[src/rtl/dcsd_pkg.sv]
// Shared types, codes and bias tables for the delta command stream decoder.
// No dependencies; used by every other file under rtl/ except dcsd_fifo.
package dcsd_pkg;

   // Result kind codes as they appear on the result port
   typedef enum logic [1:0] {
      KIND_ADD  = 2'd0,
      KIND_COPY = 2'd1,
      KIND_END  = 2'd2
   } kind_type;

   // Parsed command handed from the front end to the back end
   typedef struct packed {
      kind_type    kind;      // KIND_ADD or KIND_COPY
      logic        end_cand;  // copy with an all-zero head byte
      logic        negative;  // offset sign
      logic [30:0] length;    // biased length
      logic [31:0] magnitude; // biased offset magnitude
   } cmd_type;

   // One result beat
   typedef struct packed {
      kind_type    kind;
      logic [31:0] offset;
      logic [30:0] length;
   } rsp_type;

   // Back-end status seen at the top level
   typedef struct packed {
      logic finished;  // end of patch reached, further commands dropped
      logic end_push;  // end marker written into the result queue
   } status_type;

   // Length bias of an add by extra length byte count
   function automatic logic [30:0] add_len_bias(input logic [1:0] nbytes);
      logic [30:0] bias;
      case (nbytes)
         2'd1:    bias = 31'h0000_0040;
         2'd2:    bias = 31'h0000_4040;
         2'd3:    bias = 31'h0040_4040;
         default: bias = 31'h0000_0000;
      endcase
      return bias;
   endfunction

   // Length bias of a copy by length byte count
   function automatic logic [30:0] copy_len_bias(input logic [1:0] nbytes);
      logic [30:0] bias;
      case (nbytes)
         2'd1:    bias = 31'h0000_0010;
         2'd2:    bias = 31'h0000_1010;
         2'd3:    bias = 31'h0010_1010;
         default: bias = 31'h0000_0000;
      endcase
      return bias;
   endfunction

   // Offset magnitude bias by offset byte count minus one
   function automatic logic [31:0] copy_off_bias(input logic [1:0] nbytes);
      logic [31:0] bias;
      case (nbytes)
         2'd1:    bias = 32'h0000_0080;
         2'd2:    bias = 32'h0000_8080;
         2'd3:    bias = 32'h0000_8080;
         default: bias = 32'h0000_0000;
      endcase
      return bias;
   endfunction

endpackage

[src/rtl/dcsd_fifo.sv]
// Small register FIFO used for the command queue and the result queue.
// No package dependency; WIDTH and DEPTH (a power of two, at least 2) set storage.
module dcsd_fifo #(
   parameter int WIDTH = 8,
   parameter int DEPTH = 4
) (
   input  logic             clock,
   input  logic             reset,
   input  logic             push,
   input  logic [WIDTH-1:0] din,
   output logic             full,
   input  logic             pop,
   output logic [WIDTH-1:0] dout,
   output logic             empty
);

   localparam int AW = $clog2(DEPTH);
   localparam int CW = $clog2(DEPTH + 1);

   logic [WIDTH-1:0] mem_ff [DEPTH];
   logic [AW-1:0]    wr_ptr_ff, wr_ptr_in;
   logic [AW-1:0]    rd_ptr_ff, rd_ptr_in;
   logic [CW-1:0]    count_ff, count_in;
   logic             do_push, do_pop;

   assign full    = (count_ff == CW'(DEPTH));
   assign empty   = (count_ff == '0);
   assign do_push = push && !full;
   assign do_pop  = pop && !empty;
   assign dout    = mem_ff[rd_ptr_ff];

   // pointer and fill count update
   always_comb begin
      wr_ptr_in = do_push ? wr_ptr_ff + AW'(1) : wr_ptr_ff;
      rd_ptr_in = do_pop  ? rd_ptr_ff + AW'(1) : rd_ptr_ff;
      count_in  = count_ff;
      if (do_push && !do_pop) begin
         count_in = count_ff + CW'(1);
      end else if (do_pop && !do_push) begin
         count_in = count_ff - CW'(1);
      end
   end

   always_ff @(posedge clock) begin
      if (reset) begin
         wr_ptr_ff <= '0;
         rd_ptr_ff <= '0;
         count_ff  <= '0;
      end else begin
         wr_ptr_ff <= wr_ptr_in;
         rd_ptr_ff <= rd_ptr_in;
         count_ff  <= count_in;
      end
   end

   // storage, no reset
   always_ff @(posedge clock) begin
      if (do_push) begin
         mem_ff[wr_ptr_ff] <= din;
      end
   end

endmodule

[src/rtl/dcsd_front.sv]
// Front end: takes command bytes, tracks fields, emits parsed commands.
// Depends on dcsd_pkg (cmd_type, kind codes, bias functions).
module dcsd_front (
   input  logic              clock,
   input  logic              reset,
   input  logic              push,
   input  logic [7:0]        cmd_byte,
   input  logic              cmd_full,
   output logic              cmd_push,
   output dcsd_pkg::cmd_type cmd
);

   typedef enum logic [1:0] {
      PH_HEAD = 2'd0,
      PH_LEN  = 2'd1,
      PH_OFF  = 2'd2
   } phase_type;

   phase_type   phase_ff, phase_in;
   logic        expect_copy_ff, expect_copy_in;
   logic [2:0]  bytes_left_ff, bytes_left_in;
   logic [1:0]  len_bytes_ff, len_bytes_in;
   logic [1:0]  off_bytes_ff, off_bytes_in;
   logic [30:0] len_accum_ff, len_accum_in;
   logic [31:0] off_accum_ff, off_accum_in;
   logic        negative_ff, negative_in;
   logic        accept;
   logic [2:0]  bytes_dec;
   logic [30:0] add_len, copy_len;

   assign accept    = push && !cmd_full;
   assign bytes_dec = bytes_left_ff - 3'd1;

   // field sequencing and command build
   always_comb begin
      phase_in       = phase_ff;
      expect_copy_in = expect_copy_ff;
      bytes_left_in  = bytes_left_ff;
      len_bytes_in   = len_bytes_ff;
      off_bytes_in   = off_bytes_ff;
      len_accum_in   = len_accum_ff;
      off_accum_in   = off_accum_ff;
      negative_in    = negative_ff;
      add_len        = '0;
      copy_len       = '0;
      cmd_push       = 1'b0;
      cmd            = '0;
      cmd.kind       = dcsd_pkg::KIND_ADD;
      if (accept) begin
         case (phase_ff)
            PH_LEN: begin
               len_accum_in  = {len_accum_ff[22:0], cmd_byte};
               bytes_left_in = bytes_dec;
               if (bytes_dec == 3'd0) begin
                  if (!expect_copy_ff) begin
                     // add done; zero length is dropped here
                     add_len = len_accum_in + dcsd_pkg::add_len_bias(len_bytes_ff);
                     expect_copy_in = 1'b1;
                     phase_in       = PH_HEAD;
                     cmd_push       = (add_len != '0);
                     cmd.length     = add_len;
                  end else begin
                     phase_in      = PH_OFF;
                     bytes_left_in = {1'b0, off_bytes_ff} + 3'd1;
                  end
               end
            end
            PH_OFF: begin
               if (bytes_left_ff == {1'b0, off_bytes_ff} + 3'd1) begin
                  negative_in  = cmd_byte[7];
                  off_accum_in = {25'd0, cmd_byte[6:0]};
               end else begin
                  off_accum_in = {off_accum_ff[23:0], cmd_byte};
               end
               bytes_left_in = bytes_dec;
               if (bytes_dec == 3'd0) begin
                  // copy done; always forwarded for the position update
                  copy_len       = len_accum_ff + dcsd_pkg::copy_len_bias(len_bytes_ff);
                  phase_in       = PH_HEAD;
                  expect_copy_in = 1'b0;
                  cmd_push       = 1'b1;
                  cmd.kind       = dcsd_pkg::KIND_COPY;
                  cmd.negative   = negative_in;
                  cmd.length     = copy_len;
                  cmd.magnitude  = off_accum_in + dcsd_pkg::copy_off_bias(off_bytes_ff);
                  cmd.end_cand   = (len_bytes_ff == 2'd0) && (off_bytes_ff == 2'd0) &&
                                   (copy_len == '0);
               end
            end
            default: begin
               // head byte
               len_bytes_in = cmd_byte[7:6];
               if (!expect_copy_ff) begin
                  off_bytes_in = 2'd0;
                  len_accum_in = {25'd0, cmd_byte[5:0]};
                  if (cmd_byte[7:6] != 2'd0) begin
                     phase_in      = PH_LEN;
                     bytes_left_in = {1'b0, cmd_byte[7:6]};
                  end else begin
                     expect_copy_in = 1'b1;
                     phase_in       = PH_HEAD;
                     cmd_push       = (cmd_byte[5:0] != 6'd0);
                     cmd.length     = {25'd0, cmd_byte[5:0]};
                  end
               end else begin
                  off_bytes_in = cmd_byte[5:4];
                  len_accum_in = {27'd0, cmd_byte[3:0]};
                  off_accum_in = '0;
                  negative_in  = 1'b0;
                  if (cmd_byte[7:6] != 2'd0) begin
                     phase_in      = PH_LEN;
                     bytes_left_in = {1'b0, cmd_byte[7:6]};
                  end else begin
                     phase_in      = PH_OFF;
                     bytes_left_in = {1'b0, cmd_byte[5:4]} + 3'd1;
                  end
               end
            end
         endcase
      end
   end

   always_ff @(posedge clock) begin
      if (reset) begin
         phase_ff       <= PH_HEAD;
         expect_copy_ff <= 1'b0;
         bytes_left_ff  <= '0;
         len_bytes_ff   <= '0;
         off_bytes_ff   <= '0;
         len_accum_ff   <= '0;
         off_accum_ff   <= '0;
         negative_ff    <= 1'b0;
      end else begin
         phase_ff       <= phase_in;
         expect_copy_ff <= expect_copy_in;
         bytes_left_ff  <= bytes_left_in;
         len_bytes_ff   <= len_bytes_in;
         off_bytes_ff   <= off_bytes_in;
         len_accum_ff   <= len_accum_in;
         off_accum_ff   <= off_accum_in;
         negative_ff    <= negative_in;
      end
   end

endmodule

[src/rtl/dcsd_back.sv]
// Back end: applies parsed commands to the running positions, detects end of patch.
// Depends on dcsd_pkg (cmd_type, rsp_type, status_type, kind codes).
module dcsd_back (
   input  logic                 clock,
   input  logic                 reset,
   input  logic                 csr_we,
   input  logic [31:0]          csr_wdata,
   input  logic                 cmd_empty,
   input  dcsd_pkg::cmd_type    cmd,
   output logic                 cmd_pop,
   input  logic                 rsp_full,
   output logic                 rsp_push,
   output dcsd_pkg::rsp_type    rsp,
   output dcsd_pkg::status_type status
);

   logic [31:0] add_pos_ff, add_pos_in;
   logic [31:0] copy_pos_ff, copy_pos_in;
   logic        finished_ff, finished_in;
   logic [31:0] abs_off;
   logic        is_end;

   // drain silently after end, else wait for result space
   assign cmd_pop = !cmd_empty && (finished_ff || !rsp_full);

   // absolute offset and exact-zero test for the end marker
   assign abs_off = cmd.negative ? copy_pos_ff - cmd.magnitude : copy_pos_ff + cmd.magnitude;
   assign is_end  = cmd.end_cand &&
                    (cmd.negative ? (cmd.magnitude == copy_pos_ff)
                                  : ((cmd.magnitude == '0) && (copy_pos_ff == '0)));

   always_comb begin
      add_pos_in  = add_pos_ff;
      copy_pos_in = copy_pos_ff;
      finished_in = finished_ff;
      rsp_push    = 1'b0;
      rsp         = '0;
      rsp.kind    = dcsd_pkg::KIND_ADD;
      if (cmd_pop && !finished_ff) begin
         case (cmd.kind)
            dcsd_pkg::KIND_ADD: begin
               rsp_push   = 1'b1;
               rsp.kind   = dcsd_pkg::KIND_ADD;
               rsp.offset = add_pos_ff;
               rsp.length = cmd.length;
               add_pos_in = add_pos_ff + {1'b0, cmd.length};
            end
            dcsd_pkg::KIND_COPY: begin
               if (is_end) begin
                  rsp_push    = 1'b1;
                  rsp.kind    = dcsd_pkg::KIND_END;
                  finished_in = 1'b1;
                  copy_pos_in = '0;
               end else begin
                  copy_pos_in = abs_off;
                  rsp_push    = (cmd.length != '0);
                  rsp.kind    = dcsd_pkg::KIND_COPY;
                  rsp.offset  = abs_off;
                  rsp.length  = cmd.length;
               end
            end
            default: begin
               rsp_push = 1'b0;
            end
         endcase
      end
      // register write reloads the add position
      if (csr_we) begin
         add_pos_in = csr_wdata;
      end
   end

   assign status.finished = finished_ff;
   assign status.end_push = rsp_push && (rsp.kind == dcsd_pkg::KIND_END);

   always_ff @(posedge clock) begin
      if (reset) begin
         add_pos_ff  <= '0;
         copy_pos_ff <= '0;
         finished_ff <= 1'b0;
      end else begin
         add_pos_ff  <= add_pos_in;
         copy_pos_ff <= copy_pos_in;
         finished_ff <= finished_in;
      end
   end

endmodule

[src/rtl/delta_command_stream_decoder_unit.sv]
// Delta command stream decoder, top level. One command byte per cycle in while the
// command queue is not full, a rate set by the front end field sequencer. A result
// reaches the rsp ports through both queues: the edge that accepts its last byte
// writes the command queue, and the executor then writes the result queue from it.
// Synchronous active-high reset clears both queues, positions and the end flag.
// Depends on dcsd_pkg, dcsd_fifo, dcsd_front, dcsd_back.
module delta_command_stream_decoder_unit #(
   parameter int CMD_DEPTH = 4,
   parameter int RSP_DEPTH = 2
) (
   input  logic        clock,
   input  logic        reset,
   // command byte beats
   input  logic        push,
   output logic        full,
   input  logic [7:0]  req_cmd_byte,
   // result beats
   output logic        empty,
   input  logic        pop,
   output logic [1:0]  rsp_out_kind,
   output logic [31:0] rsp_out_offset,
   output logic [30:0] rsp_out_length,
   // add area base register
   input  logic        csr_we,
   input  logic [31:0] csr_wdata
);

   localparam int CMD_W = $bits(dcsd_pkg::cmd_type);
   localparam int RSP_W = $bits(dcsd_pkg::rsp_type);

   dcsd_pkg::cmd_type    cmd_wr, cmd_rd;
   dcsd_pkg::rsp_type    rsp_wr, rsp_rd;
   dcsd_pkg::status_type status;
   logic                 cmd_push, cmd_full, cmd_pop, cmd_empty;
   logic                 rsp_push, rsp_full;

   assign full = cmd_full;

   // byte parser
   dcsd_front u_front (
      .clock    (clock),
      .reset    (reset),
      .push     (push),
      .cmd_byte (req_cmd_byte),
      .cmd_full (cmd_full),
      .cmd_push (cmd_push),
      .cmd      (cmd_wr)
   );

   // queue between parser and executor
   dcsd_fifo #(
      .WIDTH (CMD_W),
      .DEPTH (CMD_DEPTH)
   ) u_cmd_q (
      .clock (clock),
      .reset (reset),
      .push  (cmd_push),
      .din   (cmd_wr),
      .full  (cmd_full),
      .pop   (cmd_pop),
      .dout  (cmd_rd),
      .empty (cmd_empty)
   );

   // command executor
   dcsd_back u_back (
      .clock     (clock),
      .reset     (reset),
      .csr_we    (csr_we),
      .csr_wdata (csr_wdata),
      .cmd_empty (cmd_empty),
      .cmd       (cmd_rd),
      .cmd_pop   (cmd_pop),
      .rsp_full  (rsp_full),
      .rsp_push  (rsp_push),
      .rsp       (rsp_wr),
      .status    (status)
   );

   // result output queue
   dcsd_fifo #(
      .WIDTH (RSP_W),
      .DEPTH (RSP_DEPTH)
   ) u_rsp_q (
      .clock (clock),
      .reset (reset),
      .push  (rsp_push),
      .din   (rsp_wr),
      .full  (rsp_full),
      .pop   (pop),
      .dout  (rsp_rd),
      .empty (empty)
   );

   assign rsp_out_kind   = rsp_rd.kind;
   assign rsp_out_offset = rsp_rd.offset;
   assign rsp_out_length = rsp_rd.length;

`ifndef SYNTHESIS
   // parser never writes a full command queue
   a_cmd_no_overflow: assert property (@(posedge clock) disable iff (reset)
      cmd_push |-> !cmd_full)
      else $error("command queue written while full");

   // executor never writes a full result queue
   a_rsp_no_overflow: assert property (@(posedge clock) disable iff (reset)
      rsp_push |-> !rsp_full)
      else $error("result queue written while full");

   // end marker sets the end flag
   a_end_sets_finished: assert property (@(posedge clock) disable iff (reset)
      status.end_push |=> status.finished)
      else $error("end marker without end flag");

   // nothing follows the end marker
   a_silent_after_end: assert property (@(posedge clock) disable iff (reset)
      status.finished |-> !rsp_push)
      else $error("result produced after end of patch");
`endif

endmodule

[config.mk]
export PLATFORM = sky130hd
export DESIGN_NAME = delta_command_stream_decoder_unit
export DESIGN_NICKNAME = d
export VERILOG_FILES = /design/src/rtl/dcsd_pkg.sv /design/src/rtl/dcsd_fifo.sv /design/src/rtl/dcsd_front.sv /design/src/rtl/dcsd_back.sv /design/src/rtl/delta_command_stream_decoder_unit.sv
export SDC_FILE = /design/constraint.sdc
export NUM_CORES = 1
export LEC_CHECK = 0
export ABC_AREA = 1
export BUFFER_PORTS_ARGS = -buffer_cell sky130_fd_sc_hd__buf_2
export CAP_MARGIN = 40
export CELL_PAD_IN_SITES_DETAIL_PLACEMENT = 0
export CELL_PAD_IN_SITES_GLOBAL_PLACEMENT = 1
export CORE_MARGIN = 2
export CORE_UTILIZATION = 45
export DETAILED_ROUTE_END_ITERATION = 10
export PLACE_DENSITY = 0.77
export SLEW_MARGIN = 40
export SYNTH_ARGS = -nofsm -noshare
export SYNTH_HDL_FRONTEND = slang
export SYNTH_SLANG_ARGS = --single-unit
[constraint.sdc]
create_clock -name clock -period 10.94 [get_ports clock]
set_input_delay 1.094 -clock clock [delete_from_list [all_inputs] [get_ports clock]]
set_output_delay 1.094 -clock clock [all_outputs]
set_load 0.02 [all_outputs]
==> results.json <==
{
  "root_buffer": "clkbuf_16",
  "cts.sinks": 539,
  "critPathKind": "reg -> reg",
  "ant_nets": 0,
  "fin_cells": 4602,
  "clk_transition_reported_paths_ps": 60,
  "met3_usage_pct": 2.48,
  "syn_area_sq_um": 30300,
  "crit_arrival_ps": 6000,
  "leakage_nw": 13.7,
  "hpwl_um": 66100,
  "nFillCells": 6459,
  "fin_crit_sh_pct": 52.6,
  "grt_use_total_pct": 25.0,
  "row_count": 95,
  "power_frac_clock_pct": 20.8,
  "power.switching_w": 0.00433,
  "grt_overflow_total": 0,
  "dr.pass1.iters": 7,
  "setup_viol": 0,
  "synth_edf_count": 394,
  "drc": 0,
  "die_area_sq_um": 69400,
  "cp_cell_sequence": "inv_2, buf_4, nand2_1, nand3_1, nand2_1, ha_1, nand2_1, nor2_1, nand2_1, nor4_2, nand2_1, o31ai_1, nand3_1, buf_4, nand2_1, nand3_2, inv_2, buf_4",
  "avgRoutedWirePerCell_um": 19.3,
  "grt_use_met2_pct": 40.6,
  "areaGrowthSynthToFinish_pct": 10.5,
  "ir_drop_mv": 0.156,
  "yosysTopAreaCell": "edfxtp_1",
  "core_area_sq_um": 66900,
  "rsz0062_at_grt": "no",
  "fp.dieW_um": 263,
  "tightestPinTransition_ps": 829,
  "cap_violations": 0,
  "synth_common_cells": "896 x nand2_1, 412 x inv_1, 394 x edfxtp_1",
  "start_util_pct": 45.3,
  "clock_skew_ps": 47.7,
  "cts_buffers": 57,
  "cp_slowest_cell": "dfxtp_4",
  "power.total_w": 0.00958,
  "grt_max_degree": 105,
  "grtUsageMet1_pct": 36.0,
  "place.gp.congestion": 0.958,
  "multi_input_area_sq_um": 13300,
  "nets": 3850,
  "utilization_pct": 50.0,
  "dp.cells": 4495,
  "seq_area_sq_um": 14700,
  "fmax_ghz": 0.174,
  "clk_latency_ps": 640,
  "crit_path_end": "u_rsp_q.mem_ff[1][58]$_DFFE_PP_",
  "first_global_vias": 23415,
  "avgSynthCellArea_sq_um": 8.34,
  "ys_ff_latch": 539,
  "grt_pass1_wl_um": 136000,
  "cp_data_required_time_ps": 11190,
  "finalHoldViolCount": 0,
  "switching_share_pct": 45.2,
  "drtIter0Drc": 2407,
  "clockBufferDepth": 3,
  "cts_tree": "yes",
  "r2r_cells": 18,
  "setup-tns-final_ps": 0,
  "start_kind": "flip-flop",
  "crit_path_max_fanout": 81,
  "slew_viol_final": 0,
  "synth_top_flop_cell": "edfxtp_1",
  "synth_seq_area_share_pct": 48.6,
  "r2r_setup_slack_ps": 5180,
  "ys_warn_count": 0,
  "cts_resized": 0,
  "syn_inst": 3634,
  "crit_path_frequent_cell": "nand2_1",
  "internal_power_w": 0.00525,
  "busiest_layer": "met2",
  "relSlewSlack_pct": 44.7,
  "finalCriticalPeriod_ps": 5760,
  "post-cts-setup-buffer-count": 0,
  "synth_nets": 3803,
  "synth.distinct_cells": 56,
  "synth.most_common_cell": "nand2_1",
  "cpPeakStageDelay_ps": 580,
  "wl_um": 88700,
  "via_count": 24708,
  "drive_gt1_share_pct": 9.04,
  "hold_path_class": "reg -> reg",
  "holdBufCountCts": 0,
  "die_h_um": 263,
  "io_buffer_count": 111,
  "seqPwrFrac_pct": 31.2,
  "antenna_found_initial": 0,
  "worstReg2RegEnd": "u_rsp_q.mem_ff[1][58]$_DFFE_PP_",
  "num_antenna_cells": 0,
  "status": "complete, no violations",
  "power-per-cell-area_nw_per_um2": 286,
  "cts_htree_levels": 2,
  "yosysTopAreaCellShare_pct": 39.1,
  "viasPerCell": 5.37,
  "comb_power_share_pct": 47.9,
  "synth.top_cells.by_area": "edfxtp_1 39%, nand2_1 11%, dfxtp_1 9.6%",
  "cp-end-kind": "flip-flop",
  "async_reset_ff_share_pct": 0,
  "io_pins": 112
}
power groups by stage:
stage	logic, W	registers [W]	clock network [W]
3_5_place_dp	0.00452	0.00303	0
4_1_cts	0.00455	0.00299	0.00203
2_1_floorplan	0.00322	0.00287	0
6_report	0.00459	0.00299	0.00200
3_3_place_gp	0.00450	0.00303	0
5_1_grt	0.00505	0.00303	0.00212
cell families after synthesis:
logic type,after synthesis,share of synthesized area [%]
AOI/OAI and AO/OA,641,11.8
xor gates and xnor gates,74,2.14
adders and majority gates,124,5.22
buffers and inverters,577,7.76
DFF,539,48.6
muxes,68,2.51
and+or+nand+nor,1611,21.9
registers in the layout (all words and copies together) (netlist names), 3 cells and up, named ones only:
register               cells
u_front.bytes_left_ff      3
u_rsp_q.mem_ff           130
u_cmd_q.count_ff           3
u_back.copy_pos_ff        32
u_front.off_accum_ff      24
u_cmd_q.mem_ff           264
u_front.len_accum_ff      31
u_back.add_pos_ff         32
layout by cell type, fill, tap and decap left out, drive strengths merged, types with 10 or more instances in the layout:
cell    instances
a31oi          30
clkinv         24
inv           426
a32oi          10
nor2          368
nand3b         12
a21o           13
edfxtp        394
mux2           65
xor2           58
a22oi          23
xnor2          16
a21oi         307
ha            120
o21bai         12
nand4          43
a211oi         29
or2            14
dfxtp         145
nand2         897
nor4           12
nand3         224
nor3           35
o21ai         180
buf           139
clkbuf         72
metal layers:
layer | vias up | part of all wire [%]
met1 | 11591 | 46
met5 | - | 0
met3 | 114 | 5.5
met4 | 0 | 2.1
met2 | 720 | 46
li1 | 12283 | -
through the flow:
stage / instance area [sq um] / hold WS [ps] / setup slack (ps)
detailed placement: 31500 / 453 / 5170
floorplan: 30300 / 436 / 4960
global route: 33500 / 480 / 4600
CTS: 33500 / 462 / 5150
global placement: 31400 / 450 / 5000
finish: 33500 / 461 / 5180
worst min-delay path by stage:
stage                     slack [ps]                             startpoint                                     to  cells past startpoint
final                            460         u_rsp_q.rd_ptr_ff$_SDFFE_PP0P_                              flip-flop                      2
after global routing             480  u_front.off_accum_ff[22]$_SDFFE_PP0P_  u_front.off_accum_ff[22]$_SDFFE_PP0P_                      2
after CTS                        460         u_rsp_q.rd_ptr_ff$_SDFFE_PP0P_                              flip-flop                      2
after detailed placement         450         u_rsp_q.rd_ptr_ff$_SDFFE_PP0P_                              flip-flop                      2
after global placement           450         u_rsp_q.rd_ptr_ff$_SDFFE_PP0P_                              flip-flop                      2
after floorplan                  440      u_cmd_q.rd_ptr_ff[1]$_SDFFE_PP0P_                              flip-flop                      2
cell type report:
class / instances / area share, %
clock inverter: 35 / 1.33
tap: 873 / 3.26
timing repair buffer: 139 / 2.45
multi-input combinational: 2518 / 39.6
sequential: 539 / 44.1
clock buffer: 72 / 4.49
inverter: 426 / 4.78
critical path, delay by kind of cell (launching register included):
kind	cells	cell delay (ps)
DFF	1	580
AOI/OAI and AO/OA	1	250
buffers and inverters	5	2490
adders and majority gates	1	460
and+or+nand+nor	11	1550
Note: power is estimated with default switching activity, not from simulation.
